### config.mk
export PLATFORM = sky130hd
export DESIGN_NAME = lzu_bitdec
export DESIGN_NICKNAME = d
export VERILOG_FILES = /design/src/rtl/core/lzu_pkg.sv /design/src/rtl/core/lzu_bitdec.sv
export SDC_FILE = /design/constraint.sdc
export NUM_CORES = 1
export LEC_CHECK = 0
export BUFFER_PORTS_ARGS = -buffer_cell sky130_fd_sc_hd__buf_2
export CORE_UTILIZATION = 59
export DETAILED_ROUTE_END_ITERATION = 10
export PLACE_DENSITY = 0.86
export SYNTH_ARGS = -nofsm -noshare
export SYNTH_HDL_FRONTEND = slang
export SYNTH_SLANG_ARGS = --single-unit
### constraint.sdc
create_clock -name i_clk -period 4.6 [get_ports i_clk]
set_clock_uncertainty 0.15 [all_clocks]
set_input_delay 0.92 -clock i_clk [delete_from_list [all_inputs] [get_ports i_clk]]
set_output_delay 0.92 -clock i_clk [all_outputs]
set_load 0.1 [all_outputs]
### src/rtl/core/lzu_pkg.sv
// Package: shared types and constants of the unary-code LZ decompressor.
`timescale 1ns / 1ps
package lzu_pkg;

    localparam int WINDOW_SIZE_DEF = 16384;
    localparam int LEN_PREFIX_MAX  = 7;
    localparam int OFF_PREFIX_MAX  = 4;
    localparam int OFF_BITS_BASE   = 9;
    localparam int OFF_BIAS        = 512;

    typedef enum logic [1:0] {
        ST_DATA      = 2'd0,
        ST_DONE      = 2'd1,
        ST_UNDERFLOW = 2'd2
    } t_status;

    typedef enum logic [2:0] {
        PH_LEN_PREFIX = 3'd0,
        PH_LEN_SKIP   = 3'd1,
        PH_LEN_BITS   = 3'd2,
        PH_LITERAL    = 3'd3,
        PH_OFF_PREFIX = 3'd4,
        PH_OFF_SKIP   = 3'd5,
        PH_OFF_BITS   = 3'd6,
        PH_DONE       = 3'd7
    } t_phase;

    typedef enum logic [2:0] {
        S_IDLE    = 3'd0,
        S_BITS    = 3'd1,
        S_COPY_RD = 3'd2,
        S_COPY_WR = 3'd3,
        S_REPORT  = 3'd4
    } t_state;

    // decoder status toward the sequencer
    typedef struct packed {
        logic        lit_next;   // next bit completes a literal
        logic        match_next; // next bit completes the offset
        logic        end_ok;     // an end beat now reports done
        logic        is_done;    // decoder in done phase
        logic [7:0]  lit_byte;   // literal byte if the next bit completes it
        logic [8:0]  len;        // match length
        logic [13:0] distance;   // match distance
    } t_dec_stat;

endpackage

### src/rtl/core/lzu_bitdec.sv
// Bit-serial code decoder: prefixes, length bits, literal and offset bits.
`timescale 1ns / 1ps
module lzu_bitdec (
    input  logic               i_clk,
    input  logic               i_rst_n,
    input  logic               i_legacy_skip,
    input  logic               i_step,
    input  logic               i_bit,
    input  logic               i_end,
    output lzu_pkg::t_dec_stat o_stat
);

    lzu_pkg::t_phase r_phase, n_phase;
    logic [2:0]  r_ones, n_ones;
    logic [3:0]  r_cnt, n_cnt;
    logic [12:0] r_acc, n_acc, w_acc;
    logic [8:0]  r_len, n_len;
    logic [13:0] r_dist, n_dist;
    logic        r_any, n_any;
    logic [3:0]  w_nbits;
    logic        w_end_ok;

    assign w_acc   = {r_acc[11:0], i_bit};
    assign w_nbits = 4'(lzu_pkg::OFF_BITS_BASE) + {1'b0, r_ones};
    assign w_end_ok = (r_phase == lzu_pkg::PH_LEN_PREFIX) || (r_phase == lzu_pkg::PH_DONE) ||
                      ((r_phase == lzu_pkg::PH_LITERAL) && r_any);

    always_comb begin
        o_stat.lit_next   = (r_phase == lzu_pkg::PH_LITERAL) && (r_cnt == 4'd7);
        o_stat.match_next = (r_phase == lzu_pkg::PH_OFF_BITS) && ((r_cnt + 4'd1) == w_nbits);
        o_stat.end_ok     = w_end_ok;
        o_stat.is_done    = (r_phase == lzu_pkg::PH_DONE);
        o_stat.lit_byte   = w_acc[7:0];
        o_stat.len        = r_len;
        o_stat.distance   = r_dist;
    end

    always_comb begin
        n_phase = r_phase;
        n_ones  = r_ones;
        n_cnt   = r_cnt;
        n_acc   = r_acc;
        n_len   = r_len;
        n_dist  = r_dist;
        n_any   = r_any;
        if (i_end) begin
            if (w_end_ok) begin
                n_phase = lzu_pkg::PH_DONE;
            end
        end else if (i_step) begin
            case (r_phase)
                lzu_pkg::PH_LEN_PREFIX: begin
                    if (!i_bit) begin
                        n_phase = (r_ones == 3'd0) ? lzu_pkg::PH_LITERAL : lzu_pkg::PH_LEN_BITS;
                    end else begin
                        n_ones = r_ones + 3'd1;
                        if (n_ones == 3'(lzu_pkg::LEN_PREFIX_MAX)) begin
                            n_phase = i_legacy_skip ? lzu_pkg::PH_LEN_SKIP
                                                    : lzu_pkg::PH_LEN_BITS;
                        end
                    end
                end
                lzu_pkg::PH_LEN_SKIP: n_phase = lzu_pkg::PH_LEN_BITS;
                lzu_pkg::PH_LEN_BITS: begin
                    n_acc = w_acc;
                    n_cnt = r_cnt + 4'd1;
                    if (n_cnt == {1'b0, r_ones}) begin
                        n_len   = (9'd1 << r_ones) + 9'd1 + 9'(w_acc[6:0]);
                        n_ones  = 3'd0;
                        n_phase = lzu_pkg::PH_OFF_PREFIX;
                    end
                end
                lzu_pkg::PH_LITERAL: begin
                    n_acc = w_acc;
                    n_cnt = r_cnt + 4'd1;
                    if (r_cnt == 4'd7) begin
                        n_any   = 1'b1;
                        n_ones  = 3'd0;
                        n_phase = lzu_pkg::PH_LEN_PREFIX;
                    end
                end
                lzu_pkg::PH_OFF_PREFIX: begin
                    if (!i_bit) begin
                        n_phase = lzu_pkg::PH_OFF_BITS;
                    end else begin
                        n_ones = r_ones + 3'd1;
                        if (n_ones == 3'(lzu_pkg::OFF_PREFIX_MAX)) begin
                            n_phase = i_legacy_skip ? lzu_pkg::PH_OFF_SKIP
                                                    : lzu_pkg::PH_OFF_BITS;
                        end
                    end
                end
                lzu_pkg::PH_OFF_SKIP: n_phase = lzu_pkg::PH_OFF_BITS;
                lzu_pkg::PH_OFF_BITS: begin
                    n_acc = w_acc;
                    n_cnt = r_cnt + 4'd1;
                    if (n_cnt == w_nbits) begin
                        n_dist  = (14'd1 << w_nbits) - 14'(lzu_pkg::OFF_BIAS) + 14'(w_acc);
                        n_any   = 1'b1;
                        n_ones  = 3'd0;
                        n_phase = lzu_pkg::PH_LEN_PREFIX;
                    end
                end
                default: n_phase = r_phase;
            endcase
            // clear the bit collector on every phase change made by a step
            if (n_phase != r_phase) begin
                n_cnt = 4'd0;
                n_acc = 13'd0;
            end
        end
    end

    always_ff @(posedge i_clk) begin
        if (!i_rst_n) begin
            r_phase <= lzu_pkg::PH_LEN_PREFIX;
            r_ones  <= 3'd0;
            r_cnt   <= 4'd0;
            r_acc   <= 13'd0;
            r_len   <= 9'd0;
            r_dist  <= 14'd0;
            r_any   <= 1'b0;
        end else begin
            r_phase <= n_phase;
            r_ones  <= n_ones;
            r_cnt   <= n_cnt;
            r_acc   <= n_acc;
            r_len   <= n_len;
            r_dist  <= n_dist;
            r_any   <= n_any;
        end
    end

endmodule

==> results of run 1 <==
## stage by stage
stage | hold WS, ns | power, uW | utilization (%) | setup WS [ns] | area, um2
6_report | 0.325 | 808 | 66.5 | 0.682 | 3710
5_1_grt | 0.355 | 846 | 66.5 | 0.346 | 3710
4_1_cts | 0.324 | 813 | 66.5 | 0.717 | 3710
3_5_place_dp | 0.308 | 552 | 64.9 | 0.760 | 3620
3_3_place_gp | 0.299 | 549 | 64.9 | 0.914 | 3620
2_1_floorplan | 0.291 | 531 | - | 0.775 | 3460
## cell usage in the layout (no fill, tap or decap), types with 3 or more instances in the layout
| cell type | n |
|---|---|
| xor2_1 | 8 |
| and3_1 | 6 |
| o21a_1 | 5 |
| nand3_1 | 10 |
| clkbuf_8 | 6 |
| nor3b_1 | 3 |
| o41ai_1 | 4 |
| dfxtp_1 | 46 |
| xnor2_1 | 13 |
| nand2b_1 | 12 |
| o22ai_1 | 4 |
| nand2_1 | 31 |
| o21ai_0 | 20 |
| buf_2 | 40 |
| mux2i_1 | 12 |
| inv_1 | 24 |
| and2_1 | 9 |
| a22oi_1 | 13 |
| nor2b_1 | 31 |
| a21boi_0 | 5 |
| or3_1 | 8 |
| nor2_1 | 21 |
| nor3_2 | 3 |
| ha_1 | 40 |
| o211a_1 | 4 |
| a21oi_1 | 20 |
| nor3_1 | 5 |
## power by group through the flow
stage	combinational (uW)	clock (uW)	sequential (uW)
after floorplan	113	0	418
after global placement	122	0	426
after detailed placement	125	0	427
after CTS	126	270	417
after global routing	139	288	420
final	126	264	418
## area by class of cell
| cell class | instances | area, um2 | area share, % |
|---|---|---|---|
| Timing Repair Buffer | 41 | 208 | 5.60 |
| Sequential cell | 46 | 921 | 24.8 |
| Clock buffer | 7 | 86.3 | 2.33 |
| Inverter | 24 | 90.1 | 2.43 |
| Multi-Input combinational cell | 318 | 2310 | 62.2 |
| Tap cell | 72 | 90.1 | 2.43 |
| Clock inverter | 1 | 5.00 | 0.135 |
## flip-flops by register name, summed over array words and instances, names as in the netlist
| signal | cells |
|---|---|
| r_cnt | 4 |
| r_acc | 12 |
| r_len | 9 |
| r_any | 1 |
| r_phase | 3 |
| r_dist | 14 |
| r_ones | 3 |
## kinds of logic (layout without fill, tap and decap cells)
logic type               Yosys count  after routing  share of synthesized area (%)
adder cells (fa/ha/maj)           42             42                           15.7
multiplexers                      13             13                           3.81
AND/OR/NAND/NOR                  151            151                           23.7
AO/OA/AOI/OAI                     91             91                           18.0
XOR/XNOR                          21             21                           5.33
buffers and inverters             50             73                           6.71
flip-flops                        46             46                           26.7
## per-layer routing
| metal | track usage, % | part of all wire, % | vias up |
|---|---|---|---|
| li1 | - | - | 1489 |
| met1 | 30.9 | 46 | 1327 |
| met2 | 41.9 | 47 | 80 |
| met3 | 3.49 | 5.1 | 13 |
| met4 | 11.5 | 1.9 | 0 |
| met5 | 0 | 0 | - |
## worst max-delay path, cell delays in order (launching register included)
cell and delay, ns:
dfxtp_1 0.38, ha_1 0.26, ha_1 0.53, and3_1 0.22
ha_1 0.23, ha_1 0.21, inv_1 0.07, fa_1 0.20
nor2b_1 0.06, o21a_1 0.17, o21ai_0 0.40, o311ai_0 0.24
o41ai_1 0.39, mux2i_1 0.24, nor2_1 0.06
## how the worst max path moves through the flow
| stage | from | endpoint | slack [ns] | depth (start not counted) |
|---|---|---|---|---|
| after detailed placement | r_ones[0] | r_dist[13] | 0.76 | 14 |
| after floorplan | r_ones[2] | o_stat[33] | 0.77 | 7 |
| after global placement | r_ones[0] | r_dist[13] | 0.91 | 14 |
| after global routing | r_ones[2] | r_dist[13] | 0.35 | 14 |
| final | r_ones[0] | r_dist[13] | 0.68 | 14 |
| after CTS | r_ones[0] | o_stat[33] | 0.72 | 7 |
==> flow_summary.yaml, run 1 <==
route:
  first_pass_iters: 4
  drc: 0
  antenna_left: 0
  wl_per_cell_um: 14.5
  vias: 2909
  routed_wl_mm: 7.38
  via_per_inst: 5.72
  drt_iter0_drc: 153
cells_and_area:
  area_growth_pct: 7.51
  nNetsFinal: 484
  drive_above_1_share_pct: 13.3
  num_antenna_cells: 0
  finalNonFillerCells: 509
  fillers: 482
timing:
  setup_viol: 0
  post-route-period-util_pct: 85.2
  maxSlewViolCount: 0
  period_needed_ns: 3.92
  max_slew_margin_pct: 49.8
  grt_setup_unrepaired: "no"
  tns_ns: 0
  hold_violations: 0
  max_freq_mhz: 255
  tightestPinTransition_ns: 0.753
placement:
  portBuffers: 40
  placed_cells: 501
  dp_hpwl_mm: 5.35
  routabilityCongestion: 0.941
clock_network:
  path_clk_slew_ns: 0.09
  root_buffer: "clkbuf_8"
  cts_hold_buffers: 0
  clkLatencyLatePin_ns: 0.31
  clock_sinks: 46
  cts-buffers-inserted: 5
  cts_tree: "done"
  clockBufferDepth: 2
  ctsResizeCount: 0
  cts.htree.levels: 2
  postCtsSetupBuffers: 0
synth:
  ys_seq_elements: 46
  ys.flop_type: "dfxtp_1"
  avgSynthCellArea_um2: 8.33
  synth_top_area_cell: "dfxtp_1"
  yosysSeqAreaShare_pct: 26.7
  synth_top_area_share_pct: 26.7
  synth_edf_count: 0
  synth_cell_type_count: 52
  ys_top_cells_by_count: "dfxtp_1, ha_1, nand2_1, nor2b_1, inv_1"
  synthArstFlopShare_pct: 0
  syn_area_um2: 3450
  synthCells: 414
  synth_nets: 462
  synth_most_common_cell: "dfxtp_1"
  ys_top_cells_by_area: "dfxtp_1, ha_1, nor2b_1"
  ys.warnings.count: 0
global_route:
  antenna_found_initial: 0
  grt_use_total_pct: 24.8
  grt_pass1_vias: 2679
  grt_pass1_wl_mm: 12.1
  grt_max_degree: 51
  overflow: 0
critical_path:
  rr_endpoint: "r_dist[13]"
  cp.arrival_ns: 3.97
  reg2regPathDepth: 14
  crit_path_start_kind: "flip-flop"
  crit_type: "flip-flop to flip-flop"
  cp.required_ns: 4.65
  r2r-start: "r_ones[0]"
  reg2reg_slack_ns: 0.68
  crit_fanout: 14
  end_kind: "flip-flop"
floorplan:
  start_util_pct: 61.9
  row_count: 27
  core_um2: 5570
  die-area_um2: 6150
  die_h_um: 78.5
  die_x_um: 78.5
  pin_count: 41
pwr:
  power_frac_comb_pct: 15.6
  clock_power_share_pct: 32.6
  cellLeakagePower_uw: 0.00164
  ir_worst_vdd_mv: 0.174
  power-per-cell-area_nw_per_um2: 218
  p_int_uw: 568
  sw_frac_of_total_pct: 29.7
  switchingPower_uw: 240
  p_seq_share_pct: 51.7
min_path:
  whs_path_depth: 2
  hold_end: "r_dist[11]"
  min_path_type: "flip-flop to flip-flop"
  hp-start: "r_dist[11]"
flow_run:
  maxCapViolCount: 0
run_status:
  status: "complete, no violations"
Note: power is estimated with default switching activity, not from simulation.
==> run 2, diff against run 1 <==
- CORE_UTILIZATION: 59 -> 50
- PLACE_DENSITY: 0.86 -> 0.75
==> flow_summary.yaml, run 2 (synthesized netlist as in run 1, its figures left out) <==
cells_and_area:
  largest_reg_flops: 14
  layout.area.seq_um2: 921
  mostFrequentLayoutCell: "dfxtp_1"
  fillers: 606
  drive_above_1_share_pct: 13.5
  final_cell_mix: "dfxtp_1, ha_1, buf_2"
  multi_input_comb_area_um2: 2310
  finalNonFillerCells: 514
  top_regs: "r_dist x14, r_acc x12, r_len x9"
  stdcell_area_um2: 3730
  nNetsFinal: 484
  area_growth_pct: 8.09
  utilization_pct: 57.4
  top_register: "r_dist"
  num_antenna_cells: 0
min_path:
  min_path_type: "flip-flop to flip-flop"
clock_network:
  clock_sinks: 46
  clockBufferDepth: 2
  clkLatencyLatePin_ns: 0.32
  ctsResizeCount: 0
  cts-buffers-inserted: 5
  cts_hold_buffers: 0
  cts.htree.levels: 2
  cts_tree: "done"
  postCtsSetupBuffers: 0
  root_buffer: "clkbuf_8"
  path_clk_slew_ns: 0.09
floorplan:
  core_um2: 6490
  die_x_um: 85.0
  row_count: 29
  start_util_pct: 53.1
  die-area_um2: 7230
  die_h_um: 85.0
  pin_count: 41
timing:
  period_needed_ns: 3.94
  setup_viol: 0
  post-route-period-util_pct: 85.7
  tns_ns: 0
  maxSlewViolCount: 0
  grt_setup_unrepaired: "no"
  tightestPinTransition_ns: 0.773
  max_freq_mhz: 254
  max_slew_margin_pct: 48.5
  holdWs_ns: 0.318
  hold_violations: 0
placement:
  placed_area_um2: 3620
  routabilityCongestion: 0.898
  placed_cells: 506
  portBuffers: 40
  dp_hpwl_mm: 5.42
flow_run:
  maxCapViolCount: 0
global_route:
  grt_use_total_pct: 20.9
  grt_pass1_vias: 2654
  overflow: 0
  antenna_found_initial: 0
  grt_pass1_wl_mm: 12.2
  grt_max_degree: 51
pwr:
  power-per-cell-area_nw_per_um2: 224
  ir_worst_vdd_mv: 0.108
  cellLeakagePower_uw: 0.00164
critical_path:
  crit_fanout: 14
  cp.arrival_ns: 4.01
  cpPeakStageDelay_ns: 0.54
  cp_common_cell: "ha_1"
  end_kind: "flip-flop"
  critPathSlowestCell: "ha_1"
  crit_path_start_kind: "flip-flop"
  cp.required_ns: 4.67
  cp_cell_sequence: "ha_1 -> ha_1 -> and3_1 -> ha_1 -> ha_1 -> inv_1 -> fa_1 -> nor2b_1 -> o21a_1 -> o21ai_0 -> o311ai_0 -> o41ai_1 -> mux2i_1 -> nor2_1"
  crit_type: "flip-flop to flip-flop"
route:
  vias: 2903
  first_pass_iters: 4
  routed_wl_mm: 7.44
  via_per_inst: 5.65
  wl_per_cell_um: 14.5
  antenna_left: 0
  drt_iter0_drc: 130
  drc: 0
run_status:
  status: "complete, no violations"
## run 2: final timing paths
check	endpoint	from	slack (ns)	cells after the start
max	r_dist[13]	r_ones[0]	0.66	14
min	r_len[8]	r_len[8]	0.32	2
min reg2reg	r_len[8]	r_len[8]	0.32	2
max reg2reg	r_dist[13]	r_ones[0]	0.66	14
## run 2: report_power, final
part	switching, uW	total, uW	internal, uW
Combinational	84.6	128	43.4
Clock	152	290	138
Sequential	14.8	418	403
## run 2: critical path: cells and delay by family, from the launching register on
family / cells / cell delay (ns)
AOI/OAI and AO/OA: 4 / 1.20
adders and majority gates: 5 / 1.45
buffers and inverters: 1 / 0.07
DFF: 1 / 0.39
muxes: 1 / 0.24
and+or+nand+nor: 3 / 0.34
## run 2: through the flow
step           worst slack, ns  total power, uW
5_1_grt                  0.431              869
3_3_place_gp             0.912              550
4_1_cts                  0.714              837
3_5_place_dp             0.730              553
6_report                 0.658              835
2_1_floorplan            0.775              531
## run 2: routing by layer
layer / vias to the layer above / track usage (%) / share of wire [%]
met3: 10 / 3.79 / 3.4
li1: 1492 / - / -
met5: - / 0 / 0
met4: 0 / 6.16 / 1.4
met1: 1351 / 27.2 / 49
met2: 50 / 35.3 / 46
## run 2: layout make-up
type                            count  area share (%)
Clock buffer                        7            2.58
Clock inverter                      1           0.235
Inverter                           24            2.42
Multi-Input combinational cell    318            61.9
Sequential cell                    46            24.7
Tap cell                           77            2.58
Timing Repair Buffer               41            5.57
==> run 3, diff against run 2 <==
- BUFFER_PORTS_ARGS: -buffer_cell sky130_fd_sc_hd__buf_2 -> -buffer_cell sky130_fd_sc_hd__buf_4
==> flow_summary.yaml, run 3 (synthesized netlist as in run 1, its figures left out) <==
critical_path:
  end_kind: "flip-flop"
  cp_cell_sequence: "ha_1 -> ha_1 -> and3_1 -> ha_1 -> ha_1 -> inv_1 -> fa_1 -> nor2b_1 -> o21a_1 -> o21ai_0 -> o311ai_0 -> o41ai_1 -> mux2i_1 -> nor2_1"
  crit_fanout: 14
  crit_path_start_kind: "flip-flop"
  critPathSlowestCell: "ha_1"
  cp.arrival_ns: 3.91
  crit_type: "flip-flop to flip-flop"
  reg2regPathDepth: 14
  cp.required_ns: 4.65
  cpPeakStageDelay_ns: 0.54
  cp_common_cell: "ha_1"
clock_network:
  clockBufferDepth: 2
  cts.htree.levels: 2
  cts_tree: "done"
  postCtsSetupBuffers: 0
  cts-buffers-inserted: 5
  path_clk_slew_ns: 0.09
  root_buffer: "clkbuf_8"
  clock_sinks: 46
  ctsResizeCount: 0
  cts_hold_buffers: 0
  clkLatencyLatePin_ns: 0.30
cells_and_area:
  top_regs: "r_dist x14, r_acc x12, r_len x9"
  utilization_pct: 58.5
  largest_reg_flops: 14
  final_cell_mix: "dfxtp_1, buf_4, ha_1"
  mostFrequentLayoutCell: "dfxtp_1"
  area_growth_pct: 10.3
  top_register: "r_dist"
  nNetsFinal: 484
  drive_above_1_share_pct: 13.1
  num_antenna_cells: 0
floorplan:
  die_h_um: 85.0
  row_count: 29
  die_x_um: 85.0
  start_util_pct: 53.1
  core_um2: 6490
  die-area_um2: 7230
  pin_count: 41
timing:
  maxSlewViolCount: 0
  max_slew_margin_pct: 49.2
  tns_ns: 0
  grt_setup_unrepaired: "no"
  tightestPinTransition_ns: 0.763
  post-route-period-util_pct: 83.8
  max_freq_mhz: 259
  period_needed_ns: 3.85
  setup_viol: 0
  hold_violations: 0
min_path:
  min_path_type: "flip-flop to flip-flop"
  whs_path_depth: 2
global_route:
  antenna_found_initial: 0
  grt_pass1_wl_mm: 11.9
  grt_max_degree: 51
  grt_use_total_pct: 20.6
  overflow: 0
  grt_pass1_vias: 2571
route:
  wl_per_cell_um: 14.1
  drc: 0
  antenna_left: 0
  routed_wl_mm: 7.23
  via_per_inst: 5.68
  first_pass_iters: 5
  vias: 2916
  drt_iter0_drc: 163
pwr:
  cellLeakagePower_uw: 0.00163
  power-per-cell-area_nw_per_um2: 209
  ir_worst_vdd_mv: 0.104
placement:
  portBuffers: 40
  dp_hpwl_mm: 5.30
  routabilityCongestion: 0.912
run_status:
  status: "complete, no violations"
flow_run:
  maxCapViolCount: 0
run 3: cell types whose count changed in the layout (fill, tap and decap cells not counted), sizes merged:
cell and delta:
clkbuf -1, clkinv -1, clkinvlp +1
run 3: power by group:
part / leakage [uW] / total (uW) / switching [uW] / internal [uW]
logic: 0.00122 / 129 / 83.1 / 46.2
clock network: 0.0000373 / 247 / 142 / 105
registers: 0.000371 / 417 / 14.5 / 403
total: 0.00163 / 794 / 240 / 554
run 3: layout make-up:
cell class | count | area, um2
clock buffers | 6 | 72.6
clock inverters | 1 | 7.51
fillers | 615 | 2690
inverters | 24 | 90.1
multi-input cells | 318 | 2310
flip-flops and latches | 46 | 921
well taps | 77 | 96.3
repair buffers | 41 | 308
run 3: final timing paths:
path | slack (ns) | startpoint | to
max | 0.75 | r_ones[0] | r_dist[13]
min | 0.31 | r_len[1] | r_len[1]
max reg2reg | 0.75 | r_ones[0] | r_dist[13]
min reg2reg | 0.31 | r_len[1] | r_len[1]
run 3: through the flow:
| stage | area [um2] | cells | setup WS, ns | total power [uW] | hold WS [ns] |
|---|---|---|---|---|---|
| final | 3800 | 513 | 0.745 | 794 | 0.315 |
| after global routing | 3800 | 513 | 0.408 | 830 | 0.339 |
| after CTS | 3800 | 513 | 0.768 | 799 | 0.321 |
| after detailed placement | 3720 | 506 | 0.810 | 555 | 0.308 |
| after global placement | 3720 | 506 | 0.915 | 553 | 0.301 |
| after floorplan | 3460 | 414 | 0.775 | 531 | 0.291 |
run 3: critical path: cells and delay by family, from the launching register on:
kind / cells / cell delay (ns)
flops: 1 / 0.38
simple gates: 3 / 0.34
buf+inv: 1 / 0.07
compound gates: 4 / 1.15
mux: 1 / 0.23
fa+ha+maj: 5 / 1.45
run 3: routing by layer:
metal	GRT usage [%]	share of wire, %	vias up
met5	0	0	-
li1	-	-	1486
met4	5.70	1.1	0
met3	3.99	4.5	8
met1	27.1	47	1362
met2	34.3	47	60
